`src/hw/rtl/bba_pkg.sv`:
```
// Shared constants, item kinds and control types for the block bitmap allocator.
package bba_pkg;

  localparam int NUM_BLOCKS_DEF = 256;

  localparam int WORD_BITS = 16;
  localparam int WBIT_W    = 4;

  localparam int KIND_W  = 3;
  localparam int IDX_W   = 8;
  localparam int HDR_W   = 8;
  localparam int BLKS_W  = 9;
  localparam int BYTES_W = 15;
  localparam int CFG_W   = 7;

  localparam logic [BLKS_W-1:0]  BLOCKS_MAX = 9'd511;
  localparam logic [BYTES_W-1:0] BYTES_MAX  = 15'd32767;

  localparam logic [KIND_W-1:0] KIND_INIT_CLEAR  = 3'd0;
  localparam logic [KIND_W-1:0] KIND_INIT_HEADER = 3'd1;
  localparam logic [KIND_W-1:0] KIND_INIT_FINISH = 3'd2;
  localparam logic [KIND_W-1:0] KIND_ALLOC       = 3'd3;
  localparam logic [KIND_W-1:0] KIND_RELEASE     = 3'd4;
  localparam logic [KIND_W-1:0] KIND_MASTER_SET  = 3'd5;
  localparam logic [KIND_W-1:0] KIND_MASTER_CLR  = 3'd6;
  localparam logic [KIND_W-1:0] KIND_SEEK_FMT    = 3'd7;

  localparam logic CFG_DATA_BYTES = 1'b0;
  localparam logic CFG_NAME_BYTES = 1'b1;

  localparam logic [CFG_W-1:0] DATA_BYTES_RST = 7'd29;
  localparam logic [CFG_W-1:0] NAME_BYTES_RST = 7'd16;

  localparam logic STATUS_OK   = 1'b0;
  localparam logic STATUS_NONE = 1'b1;

  typedef struct packed {
    logic rd_en;
    logic wr_en;
    logic clr;
  } map_ctl_t;

endpackage

```
`src/hw/rtl/bba_ifs.sv`:
```
// Valid/ready channel interfaces for allocator requests and results.
interface bba_in_if import bba_pkg::*; ();
  logic              valid;
  logic              ready;
  logic [KIND_W-1:0] kind;
  logic [IDX_W-1:0]  block_index;
  logic              skip_valid;
  logic [HDR_W-1:0]  header_byte;
  logic              format_select;

  modport source (output valid, kind, block_index, skip_valid, header_byte, format_select,
                  input ready);
  modport sink (input valid, kind, block_index, skip_valid, header_byte, format_select,
                output ready);
endinterface

interface bba_out_if import bba_pkg::*; ();
  logic               valid;
  logic               ready;
  logic               status;
  logic [IDX_W-1:0]   found_index;
  logic [BLKS_W-1:0]  free_block_count;
  logic [BYTES_W-1:0] free_byte_count;

  modport source (output valid, status, found_index, free_block_count, free_byte_count,
                  input ready);
  modport sink (input valid, status, found_index, free_block_count, free_byte_count,
                output ready);
endinterface

```
`src/hw/rtl/block_bitmap_allocator_top.sv`:
```
// Block bitmap allocator top level: configuration registers, bitmaps and sequencer.
//
// Keeps a free map and a master map over NUM_BLOCKS blocks as 16-bit words, plus
// free block and free byte counters; every request gives one result. Clear, init
// finish, format and out-of-pool requests end in the execute state; single-block
// updates issue the registered word read as the request is accepted, then write the
// word in the modify state. Allocate and seek scan one map word per cycle through
// the shared lowest-bit finder: allocate scans from word 0, seek from the start
// block's word, at most ceil(NUM_BLOCKS/16) words. Requests are taken one at a
// time; a finished result waits in the output register, and the next request is
// taken but holds in its last cycle until that register frees. Clears and format
// are immediate (per-word valid bits), so no clearing pass runs after reset.
module block_bitmap_allocator_top import bba_pkg::*; #(
  parameter int NUM_BLOCKS = NUM_BLOCKS_DEF
) (
  input  logic             clk,
  input  logic             rst_n,
  bba_in_if.sink           in_ch,
  bba_out_if.source        out_ch,
  input  logic             cfg_we,
  input  logic             cfg_index,
  input  logic [CFG_W-1:0] cfg_wdata
);

  localparam int NUM_WORDS = (NUM_BLOCKS + WORD_BITS - 1) / WORD_BITS;
  localparam int AW        = (NUM_WORDS > 1) ? $clog2(NUM_WORDS) : 1;

  logic [CFG_W-1:0]     data_bytes_r;
  logic [CFG_W-1:0]     name_bytes_r;
  map_ctl_t             free_ctl, mast_ctl;
  logic [AW-1:0]        rd_addr, wr_addr;
  logic [WORD_BITS-1:0] free_wdata, mast_wdata, free_dflt, free_q, mast_q;

  always_ff @(posedge clk) begin
    if (!rst_n) begin
      data_bytes_r <= DATA_BYTES_RST;
      name_bytes_r <= NAME_BYTES_RST;
    end else if (cfg_we) begin
      case (cfg_index)
        CFG_DATA_BYTES: data_bytes_r <= cfg_wdata;
        CFG_NAME_BYTES: name_bytes_r <= cfg_wdata;
        default: begin
        end
      endcase
    end
  end

  bba_map #(
    .NUM_WORDS (NUM_WORDS),
    .AW        (AW)
  ) u_free_map (
    .clk       (clk),
    .rst_n     (rst_n),
    .ctl       (free_ctl),
    .rd_addr   (rd_addr),
    .wr_addr   (wr_addr),
    .wr_data   (free_wdata),
    .dflt_word (free_dflt),
    .rd_data   (free_q)
  );

  bba_map #(
    .NUM_WORDS (NUM_WORDS),
    .AW        (AW)
  ) u_mast_map (
    .clk       (clk),
    .rst_n     (rst_n),
    .ctl       (mast_ctl),
    .rd_addr   (rd_addr),
    .wr_addr   (wr_addr),
    .wr_data   (mast_wdata),
    .dflt_word ('0),
    .rd_data   (mast_q)
  );

  bba_seq #(
    .NUM_BLOCKS (NUM_BLOCKS),
    .NUM_WORDS  (NUM_WORDS),
    .AW         (AW)
  ) u_seq (
    .clk        (clk),
    .rst_n      (rst_n),
    .in_ch      (in_ch),
    .out_ch     (out_ch),
    .data_bytes (data_bytes_r),
    .name_bytes (name_bytes_r),
    .free_ctl   (free_ctl),
    .mast_ctl   (mast_ctl),
    .rd_addr    (rd_addr),
    .wr_addr    (wr_addr),
    .free_wdata (free_wdata),
    .mast_wdata (mast_wdata),
    .free_dflt  (free_dflt),
    .free_q     (free_q),
    .mast_q     (mast_q)
  );

endmodule

```
`src/hw/rtl/bba_map.sv`:
```
// One bitmap stored as words, with a valid bit per word so a clear takes effect on every word at once.
module bba_map import bba_pkg::*; #(
  parameter int NUM_WORDS = 16,
  parameter int AW        = 4
) (
  input  logic                 clk,
  input  logic                 rst_n,
  input  map_ctl_t             ctl,
  input  logic [AW-1:0]        rd_addr,
  input  logic [AW-1:0]        wr_addr,
  input  logic [WORD_BITS-1:0] wr_data,
  input  logic [WORD_BITS-1:0] dflt_word,
  output logic [WORD_BITS-1:0] rd_data
);

  logic [WORD_BITS-1:0] mem [NUM_WORDS];
  logic [NUM_WORDS-1:0] vld_r;
  logic [WORD_BITS-1:0] q_r;

  always_ff @(posedge clk) begin
    if (!rst_n) begin
      vld_r <= '0;
    end else if (ctl.clr) begin
      vld_r <= '0;
    end else if (ctl.wr_en) begin
      vld_r[wr_addr] <= 1'b1;
    end
  end

  always_ff @(posedge clk) begin
    if (ctl.wr_en) begin
      mem[wr_addr] <= wr_data;
    end
  end

  always_ff @(posedge clk) begin
    if (ctl.rd_en) begin
      q_r <= vld_r[rd_addr] ? mem[rd_addr] : dflt_word;
    end
  end

  assign rd_data = q_r;

endmodule

```
`src/hw/rtl/bba_pick.sv`:
```
// Lowest-set-bit finder over one bitmap word.
module bba_pick import bba_pkg::*; (
  input  logic [WORD_BITS-1:0] word,
  output logic                 hit,
  output logic [WBIT_W-1:0]    pos
);

  always_comb begin
    pos = '0;
    for (int i = WORD_BITS - 1; i >= 0; i--) begin
      if (word[i]) begin
        pos = WBIT_W'(i);
      end
    end
  end

  assign hit = |word;

endmodule

```
`src/hw/rtl/bba_seq.sv`:
```
// Sequencer: walks the bitmap words, updates maps and counters, holds the result register.
module bba_seq import bba_pkg::*; #(
  parameter int NUM_BLOCKS = NUM_BLOCKS_DEF,
  parameter int NUM_WORDS  = 16,
  parameter int AW         = 4
) (
  input  logic                 clk,
  input  logic                 rst_n,
  bba_in_if.sink               in_ch,
  bba_out_if.source            out_ch,
  input  logic [CFG_W-1:0]     data_bytes,
  input  logic [CFG_W-1:0]     name_bytes,
  output map_ctl_t             free_ctl,
  output map_ctl_t             mast_ctl,
  output logic [AW-1:0]        rd_addr,
  output logic [AW-1:0]        wr_addr,
  output logic [WORD_BITS-1:0] free_wdata,
  output logic [WORD_BITS-1:0] mast_wdata,
  output logic [WORD_BITS-1:0] free_dflt,
  input  logic [WORD_BITS-1:0] free_q,
  input  logic [WORD_BITS-1:0] mast_q
);

  localparam int BLK_W = (NUM_BLOCKS > 1) ? $clog2(NUM_BLOCKS) : 1;
  localparam int IW    = (BLK_W > IDX_W) ? BLK_W : IDX_W;
  localparam int PW    = $clog2(NUM_BLOCKS + 1) + CFG_W;
  localparam logic [BLKS_W-1:0] FMT_BLOCKS =
    BLKS_W'((NUM_BLOCKS > int'(BLOCKS_MAX)) ? int'(BLOCKS_MAX) : NUM_BLOCKS);
  localparam logic [AW-1:0] LAST_WORD = AW'(NUM_WORDS - 1);

  localparam logic [1:0] S_IDLE = 2'd0;
  localparam logic [1:0] S_EXEC = 2'd1;
  localparam logic [1:0] S_MOD  = 2'd2;

  logic [1:0]         state_r, state_nxt;
  logic [KIND_W-1:0]  kind_r;
  logic [IW-1:0]      idx_r;
  logic               in_pool_r;
  logic               skip_r;
  logic [HDR_W-1:0]   hdr_r;
  logic               fmt_r;
  logic               first_r, first_nxt;
  logic [AW-1:0]      addr_r, addr_nxt;
  logic               fill_r, fill_nxt;
  logic [BLKS_W-1:0]  blocks_r, blocks_nxt;
  logic [BYTES_W-1:0] bytes_r, bytes_nxt;

  logic               ov_r, ov_nxt;
  logic               ostat_r, ostat_nxt;
  logic [IDX_W-1:0]   ofound_r, ofound_nxt;

  logic                 accept, go, needs_mem, in_pool_in, fb;
  logic [IW-1:0]        idx_in;
  logic [WORD_BITS-1:0] bsel, scan_word;
  logic                 hit, is_scan, skip_here;
  logic [WBIT_W-1:0]    pos;
  logic [AW+WBIT_W-1:0] fidx;
  logic [PW-1:0]        fmt_prod;
  logic [BYTES_W-1:0]   fmt_bytes;
  logic [BLKS_W:0]      blk_inc;
  logic [BYTES_W:0]     byt_inc;
  logic [BLKS_W-1:0]    blk_up, blk_dn;
  logic [BYTES_W-1:0]   byt_up, byt_dn, byt_name;

  bba_pick u_pick (
    .word (scan_word),
    .hit  (hit),
    .pos  (pos)
  );

  assign idx_in     = IW'(in_ch.block_index);
  assign in_pool_in = (int'(idx_in) < NUM_BLOCKS);
  assign accept     = (state_r == S_IDLE) && in_ch.valid;
  assign go         = !ov_r || out_ch.ready;

  always_comb begin
    case (in_ch.kind)
      KIND_ALLOC:                       needs_mem = 1'b1;
      KIND_INIT_HEADER, KIND_RELEASE,
      KIND_MASTER_SET, KIND_MASTER_CLR: needs_mem = in_pool_in;
      KIND_SEEK_FMT:                    needs_mem = !in_ch.format_select && in_pool_in;
      default:                          needs_mem = 1'b0;
    endcase
  end

  assign bsel      = WORD_BITS'(1) << idx_r[WBIT_W-1:0];
  assign fb        = free_q[idx_r[WBIT_W-1:0]];
  assign is_scan   = (kind_r == KIND_ALLOC) || (kind_r == KIND_SEEK_FMT);
  assign skip_here = skip_r && in_pool_r && (addr_r == idx_r[WBIT_W +: AW]);
  assign fidx      = {addr_r, pos};

  always_comb begin
    if (kind_r == KIND_ALLOC) begin
      scan_word = free_q & ~(skip_here ? bsel : '0);
    end else begin
      scan_word = mast_q & (first_r ? ~(bsel - WORD_BITS'(1)) : '1);
    end
  end

  // saturating counter steps
  assign blk_inc  = {1'b0, blocks_r} + (BLKS_W+1)'(1);
  assign blk_up   = blk_inc[BLKS_W] ? BLOCKS_MAX : blk_inc[BLKS_W-1:0];
  assign blk_dn   = (blocks_r != '0) ? blocks_r - BLKS_W'(1) : '0;
  assign byt_inc  = {1'b0, bytes_r} + (BYTES_W+1)'(data_bytes);
  assign byt_up   = byt_inc[BYTES_W] ? BYTES_MAX : byt_inc[BYTES_W-1:0];
  assign byt_dn   = (bytes_r > BYTES_W'(data_bytes)) ? bytes_r - BYTES_W'(data_bytes) : '0;
  assign byt_name = (bytes_r > BYTES_W'(name_bytes)) ? bytes_r - BYTES_W'(name_bytes) : '0;
  assign fmt_prod  = PW'(NUM_BLOCKS) * PW'(data_bytes);
  assign fmt_bytes = (fmt_prod > PW'(BYTES_MAX)) ? BYTES_MAX : BYTES_W'(fmt_prod);

  // free-map word value for rows not written since the last clear
  always_comb begin
    free_dflt = '0;
    for (int j = 0; j < WORD_BITS; j++) begin
      free_dflt[j] = fill_r && ((int'(rd_addr) * WORD_BITS + j) < NUM_BLOCKS);
    end
  end

  always_comb begin
    state_nxt  = state_r;
    first_nxt  = first_r;
    addr_nxt   = addr_r;
    fill_nxt   = fill_r;
    blocks_nxt = blocks_r;
    bytes_nxt  = bytes_r;
    ov_nxt     = ov_r && !out_ch.ready;
    ostat_nxt  = ostat_r;
    ofound_nxt = ofound_r;
    free_ctl   = '0;
    mast_ctl   = '0;
    rd_addr    = addr_r;
    wr_addr    = addr_r;
    free_wdata = free_q;
    mast_wdata = mast_q;

    case (state_r)
      S_IDLE: begin
        rd_addr = (in_ch.kind == KIND_ALLOC) ? '0 : idx_in[WBIT_W +: AW];
        if (accept) begin
          addr_nxt       = rd_addr;
          first_nxt      = 1'b1;
          free_ctl.rd_en = needs_mem;
          mast_ctl.rd_en = needs_mem;
          state_nxt      = needs_mem ? S_MOD : S_EXEC;
        end
      end
      S_EXEC: begin
        if (go) begin
          case (kind_r)
            KIND_INIT_CLEAR: begin
              free_ctl.clr = 1'b1;
              mast_ctl.clr = 1'b1;
              fill_nxt     = 1'b0;
              blocks_nxt   = '0;
              bytes_nxt    = '0;
            end
            KIND_INIT_FINISH: begin
              if (bytes_r != '0) begin
                bytes_nxt = byt_name;
              end
            end
            KIND_SEEK_FMT: begin
              if (fmt_r) begin
                free_ctl.clr = 1'b1;
                mast_ctl.clr = 1'b1;
                fill_nxt     = 1'b1;
                blocks_nxt   = FMT_BLOCKS;
                bytes_nxt    = fmt_bytes;
              end
            end
            default: begin
            end
          endcase
          ostat_nxt  = (kind_r == KIND_SEEK_FMT && !fmt_r) ? STATUS_NONE : STATUS_OK;
          ofound_nxt = '0;
          ov_nxt     = 1'b1;
          state_nxt  = S_IDLE;
        end
      end
      S_MOD: begin
        if (is_scan && !hit && (addr_r != LAST_WORD)) begin
          rd_addr        = addr_r + AW'(1);
          addr_nxt       = rd_addr;
          first_nxt      = 1'b0;
          free_ctl.rd_en = 1'b1;
          mast_ctl.rd_en = 1'b1;
        end else if (go) begin
          ostat_nxt  = STATUS_OK;
          ofound_nxt = '0;
          ov_nxt     = 1'b1;
          state_nxt  = S_IDLE;
          if (is_scan) begin
            ostat_nxt  = hit ? STATUS_OK : STATUS_NONE;
            ofound_nxt = hit ? IDX_W'(fidx) : '0;
            if (hit && kind_r == KIND_ALLOC) begin
              free_wdata     = free_q & ~(WORD_BITS'(1) << pos);
              free_ctl.wr_en = 1'b1;
              blocks_nxt     = blk_dn;
              bytes_nxt      = byt_dn;
            end
          end else begin
            free_ctl.wr_en = 1'b1;
            mast_ctl.wr_en = 1'b1;
            case (kind_r)
              KIND_INIT_HEADER: begin
                if (hdr_r == '0) begin
                  free_wdata = free_q | bsel;
                  if (!fb) begin
                    blocks_nxt = blk_up;
                    bytes_nxt  = byt_up;
                  end
                end
                if (hdr_r[0]) begin
                  mast_wdata = mast_q | bsel;
                end
              end
              KIND_RELEASE: begin
                free_wdata = free_q | bsel;
                if (!fb) begin
                  blocks_nxt = blk_up;
                  bytes_nxt  = byt_up;
                end
              end
              KIND_MASTER_SET: mast_wdata = mast_q | bsel;
              KIND_MASTER_CLR: mast_wdata = mast_q & ~bsel;
              default: begin
              end
            endcase
          end
        end
      end
      default: state_nxt = S_IDLE;
    endcase
  end

  always_ff @(posedge clk) begin
    if (!rst_n) begin
      state_r  <= S_IDLE;
      fill_r   <= 1'b0;
      blocks_r <= '0;
      bytes_r  <= '0;
      ov_r     <= 1'b0;
    end else begin
      state_r  <= state_nxt;
      fill_r   <= fill_nxt;
      blocks_r <= blocks_nxt;
      bytes_r  <= bytes_nxt;
      ov_r     <= ov_nxt;
    end
  end

  always_ff @(posedge clk) begin
    if (accept) begin
      kind_r    <= in_ch.kind;
      idx_r     <= idx_in;
      in_pool_r <= in_pool_in;
      skip_r    <= in_ch.skip_valid;
      hdr_r     <= in_ch.header_byte;
      fmt_r     <= in_ch.format_select;
    end
    first_r  <= first_nxt;
    addr_r   <= addr_nxt;
    ostat_r  <= ostat_nxt;
    ofound_r <= ofound_nxt;
  end

  assign in_ch.ready             = (state_r == S_IDLE);
  assign out_ch.valid            = ov_r;
  assign out_ch.status           = ostat_r;
  assign out_ch.found_index      = ofound_r;
  assign out_ch.free_block_count = blocks_r;
  assign out_ch.free_byte_count  = bytes_r;

endmodule

```
`src/flat_wrapper.sv`:
```
// flat-port wrapper written by rule: the top's interface ports become plain ports
module block_bitmap_allocator_top_flat import bba_pkg::*;
#(
  parameter int NUM_BLOCKS = NUM_BLOCKS_DEF
)
  (clk, rst_n, cfg_we, cfg_index, cfg_wdata, in_ch_valid, in_ch_kind, in_ch_block_index, in_ch_skip_valid, in_ch_header_byte, in_ch_format_select, in_ch_ready, out_ch_valid, out_ch_status, out_ch_found_index, out_ch_free_block_count, out_ch_free_byte_count, out_ch_ready);
  bba_in_if in_ch_i ();
  bba_out_if out_ch_i ();
  input  logic clk;
  input  logic rst_n;
  input  logic cfg_we;
  input  logic cfg_index;
  input  logic [CFG_W-1:0] cfg_wdata;
  input wire logic [$bits(in_ch_i.valid)-1:0] in_ch_valid;
  input wire logic [$bits(in_ch_i.kind)-1:0] in_ch_kind;
  input wire logic [$bits(in_ch_i.block_index)-1:0] in_ch_block_index;
  input wire logic [$bits(in_ch_i.skip_valid)-1:0] in_ch_skip_valid;
  input wire logic [$bits(in_ch_i.header_byte)-1:0] in_ch_header_byte;
  input wire logic [$bits(in_ch_i.format_select)-1:0] in_ch_format_select;
  output wire logic [$bits(in_ch_i.ready)-1:0] in_ch_ready;
  output wire logic [$bits(out_ch_i.valid)-1:0] out_ch_valid;
  output wire logic [$bits(out_ch_i.status)-1:0] out_ch_status;
  output wire logic [$bits(out_ch_i.found_index)-1:0] out_ch_found_index;
  output wire logic [$bits(out_ch_i.free_block_count)-1:0] out_ch_free_block_count;
  output wire logic [$bits(out_ch_i.free_byte_count)-1:0] out_ch_free_byte_count;
  input wire logic [$bits(out_ch_i.ready)-1:0] out_ch_ready;
  assign in_ch_i.valid = in_ch_valid;
  assign in_ch_i.kind = in_ch_kind;
  assign in_ch_i.block_index = in_ch_block_index;
  assign in_ch_i.skip_valid = in_ch_skip_valid;
  assign in_ch_i.header_byte = in_ch_header_byte;
  assign in_ch_i.format_select = in_ch_format_select;
  assign in_ch_ready = in_ch_i.ready;
  assign out_ch_valid = out_ch_i.valid;
  assign out_ch_status = out_ch_i.status;
  assign out_ch_found_index = out_ch_i.found_index;
  assign out_ch_free_block_count = out_ch_i.free_block_count;
  assign out_ch_free_byte_count = out_ch_i.free_byte_count;
  assign out_ch_i.ready = out_ch_ready;
  block_bitmap_allocator_top #(.NUM_BLOCKS(NUM_BLOCKS)) u_core (.clk(clk), .rst_n(rst_n), .in_ch(in_ch_i), .out_ch(out_ch_i), .cfg_we(cfg_we), .cfg_index(cfg_index), .cfg_wdata(cfg_wdata));
endmodule
```
`config.mk`:
```
export PLATFORM = sky130hd
export DESIGN_NAME = block_bitmap_allocator_top_flat
export DESIGN_NICKNAME = d
export VERILOG_FILES = /design/src/hw/rtl/bba_pkg.sv /design/src/hw/rtl/bba_ifs.sv /design/src/hw/rtl/block_bitmap_allocator_top.sv /design/src/hw/rtl/bba_map.sv /design/src/hw/rtl/bba_pick.sv /design/src/hw/rtl/bba_seq.sv /design/src/flat_wrapper.sv
export SDC_FILE = /design/constraint.sdc
export NUM_CORES = 1
export LEC_CHECK = 0
export BUFFER_PORTS_ARGS = -buffer_cell sky130_fd_sc_hd__buf_4
export CAP_MARGIN = 10
export CORE_MARGIN = 4
export CORE_UTILIZATION = 60
export CTS_CLUSTER_SIZE = 16
export DETAILED_ROUTE_END_ITERATION = 10
export PLACE_DENSITY = 0.85
export SYNTH_ARGS = -nofsm -noshare
export SYNTH_HDL_FRONTEND = slang
export SYNTH_SLANG_ARGS = --single-unit
```
`constraint.sdc`:
```
create_clock -name clk -period 8.2 [get_ports clk]
set_clock_uncertainty 0.05 [all_clocks]
set_input_delay 1.23 -clock clk [delete_from_list [all_inputs] [get_ports clk]]
set_output_delay 1.23 -clock clk [all_outputs]
set_load 0.02 [all_outputs]
```
==> qor.csv <==
stage;metric;value;unit
clock_network;CTS Sinks;653;
placed_design;Placed Area;0.0306;mm²
pwr;Psw;2.21;mW
synthesis;Synth Flop Type;edfxtp_1;
synthesis;Synth Instances;2596;
synthesis;top cells by count, synth;edfxtp_1, nand2_1, a21oi_1;
pwr;leakage power;11.3;nW
pwr;Logic pwr share;16.2;%
clock_network;Hold-fix buffers, CTS;0;
clock_network;post-CTS setup buffers;0;
synthesis;post-synth cell types;79;
placed_design;post-DP HPWL;48.4;mm
pwr;Clock Power Share;36.0;%
global_route;first-pass GRT wire length;124;mm
floorplan;die width;229;µm
outcome;status;completed;
worst_setup_path;CP startpoint kind;flip-flop;
global_route;initial antenna violation count;0;
worst_setup_path;Crit Path Category;reg -> reg;
synthesis;post-synthesis sequential area ratio;64.1;%
clock_network;CTS tree;done;
synthesis;Async SR Flop Fraction;0;%
pwr;Sw Ratio;27.6;%
synthesis;synthesized cell area;0.0294;mm²
global_route;number of global-route vias before repair;21500;
synthesis;top post-synthesis cells by area;edfxtp_1, nand2_1, dfxtp_1;
floorplan;I/O pins;69;
synthesis;Post-synth EDFFs;579;
route;Post-DRT Antenna Nets;0;
global_route;largest net degree at the start of global routing;172;
clock_network;CTS Buf Count;61;
worst_setup_path;critical path fanouts, max;23;
cells_and_area;Area Overhead vs Synth;11.1;%
floorplan;# rows;80;
placed_design;GPL Wtd Cong;1.01;
cells_and_area;# fillers;3193;
route;WL per Instance;24.7;µm
global_route;GRT Util Overall;30.1;%
worst_setup_path;Critical Path RT;8500;ps
synthesis;Yosys top cell by area;edfxtp_1;
pwr;Power Density;245;mW/mm²
synthesis;area share of the largest cell type after synthesis;59.1;%
floorplan;area of the die;0.0527;mm²
worst_setup_path;crit end category;flip-flop;
route;Vias;22400;
clock_network;clock-pin slew on the worst setup and hold paths;70;ps
floorplan;die height;229;µm
route;Remaining DRCs;0;
timing;RSZ-0062 raised after global routing;no;
cells_and_area;ANT cells;0;
cells_and_area;layout cell share with drive strength beyond 1;10.8;%
cells_and_area;fin area;0.0327;mm²
cells_and_area;nets;2675;
global_route;GR Overflow Total;0;
timing;slew margin rel.;15.1;%
route;Via density;6.74;
synthesis;Mapped Nets;2664;
run;# Max-Cap Violations;0;
min_path;min-delay worst type;reg -> reg;
clock_network;clk_lat worst skew;620;ps
timing;Hold Fails Final Rpt;0;
synthesis;Mean Syn Cell Area;11.3;µm²
timing;worst slew pin tran;1270;ps
synthesis;#FFs+latches synth;653;
synthesis;count leader, synth;edfxtp_1;
timing;Peak Freq;0.141;GHz
clock_network;H-tree level count;2;
timing;final slew viol count;0;
timing;minimum clock period;7110;ps
timing;Setup Viol. Count Final;0;
floorplan;initial core utilization;61.1;%
pwr;Int Pwr;5.80;mW
pwr;IR Drop Worst-Case VDD;0.312;mV
route;Pre-antenna DRT Iters;9;
timing;Tcrit/Tclk final;86.7;%
synthesis;synth warn;0;
placed_design;port bufs;68;
route;DRT iter0 DRCs;3531;
timing;Setup TNS Final;0;ps
route;final wirelength;82.0;mm
pwr;Reg power frac;47.8;%
floorplan;Core Footprint;0.0481;mm²
clock_network;Max clock buf depth;3;
worst_setup_path;worst path arrival time;7410;ps
clock_network;Root Driver;clkbuf_16;
clock_network;post-CTS sizing;0;
-- power by group through the flow --
stage / clock (mW) / combinational [mW] / sequential (mW)
floorplan: 0 / 0.861 / 3.86
global placement: 0 / 1.20 / 3.89
detailed placement: 0 / 1.24 / 3.89
CTS: 2.90 / 1.26 / 3.82
global route: 3.04 / 1.40 / 3.83
finish: 2.88 / 1.30 / 3.83
-- per-layer routing --
| layer | vias up | share of wire (%) | global-route usage (%) |
|---|---|---|---|
| met5 | - | 0 | 0 |
| met4 | 0 | 4.8 | 13.6 |
| met3 | 299 | 11 | 5.74 |
| met2 | 1623 | 47 | 48.6 |
| met1 | 10700 | 37 | 40.3 |
| li1 | 9733 | - | - |
-- state kept, by name (all words and copies together) (netlist names), 7 cells and up --
| register | count |
|---|---|
| u_core.u_free_map.mem | 256 |
| u_core.u_mast_map.mem | 256 |
| u_core.u_free_map.rd_data | 16 |
| u_core.u_free_map.vld_r | 16 |
| u_core.u_mast_map.rd_data | 16 |
| u_core.u_mast_map.vld_r | 16 |
| u_core.u_seq.out_ch.free_byte_count | 15 |
| u_core.u_seq.out_ch.free_block_count | 9 |
| u_core.u_seq.hdr_r | 8 |
| u_core.u_seq.idx_r | 8 |
| u_core.u_seq.out_ch.found_index | 8 |
| u_core.data_bytes_r | 7 |
| u_core.name_bytes_r | 7 |
-- path summary, 6_finish.rpt --
kind	depth (start not counted)	to	start	slack (ps)
worst max-delay path	15	u_core.u_free_map.rd_data[9]$_DFFE_PP_	u_core.u_seq.idx_r[2]$_DFFE_PP_	1090
worst min-delay path	2	u_core.name_bytes_r[3]$_SDFFE_PN0P_	u_core.name_bytes_r[3]$_SDFFE_PN0P_	420
worst max register to register	15	u_core.u_free_map.rd_data[9]$_DFFE_PP_	u_core.u_seq.idx_r[2]$_DFFE_PP_	1090
worst min register to register	2	u_core.name_bytes_r[3]$_SDFFE_PN0P_	u_core.name_bytes_r[3]$_SDFFE_PN0P_	420
-- final cells by class --
class                           instances  area (µm²)  share of cell area (%)
Sequential cell                       653       18900                    57.7
Inverter                               53         199                   0.609
Timing Repair Buffer                  122         961                    2.94
Clock inverter                         31         338                    1.03
Clock buffer                           83        1700                    5.21
Tap cell                              656         821                    2.51
Multi-Input combinational cell       1716        9800                    30.0
-- logic make-up (layout without fill, tap and decap cells) --
logic type,Yosys count,in the layout,share of synthesized area (%)
flip-flops,653,653,64.1
multiplexers,27,27,1.20
AND/OR/NAND/NOR,934,934,14.0
buffers and inverters,227,289,3.03
XOR/XNOR,28,28,0.859
adder cells (fa/ha/maj),34,34,1.52
AO/OA/AOI/OAI,693,693,15.3
-- critical path: stages (launching register included) --
cell	delay (ps)
edfxtp_1	830
nor3_1	220
inv_1	130
ha_1	460
nor3b_1	380
o21ai_0	130
a31oi_1	220
o21ai_1	160
or4_1	660
or4_1	730
o311ai_1	380
o311ai_1	330
and2_2	470
and3_4	270
a311oi_4	980
mux2_1	420
-- cell usage in the layout (no fill, tap or decap), drive strengths merged, types with 52 or more instances in the layout --
master	n
clkbuf	83
nand3	85
o2111ai	65
nor2	150
buf	122
a21oi	279
edfxtp	579
nand2	514
inv	59
dfxtp	74
o21ai	65
a22oi	52
-- metrics by stage --
| step | power [mW] | std cells | utilization [%] | hold slack, ps | worst slack, ps |
|---|---|---|---|---|---|
| finish | 8.01 | 3314 | 67.9 | 416 | 1090 |
| global route | 8.27 | 3314 | 67.9 | 432 | 699 |
| floorplan | 4.73 | 2596 | - | 377 | 2740 |
| CTS | 7.98 | 3310 | 67.8 | 411 | 1260 |
| global placement | 5.09 | 3196 | 63.6 | 392 | 1450 |
| detailed placement | 5.14 | 3196 | 63.6 | 393 | 1300 |
Power figures use the tool's default switching activity.
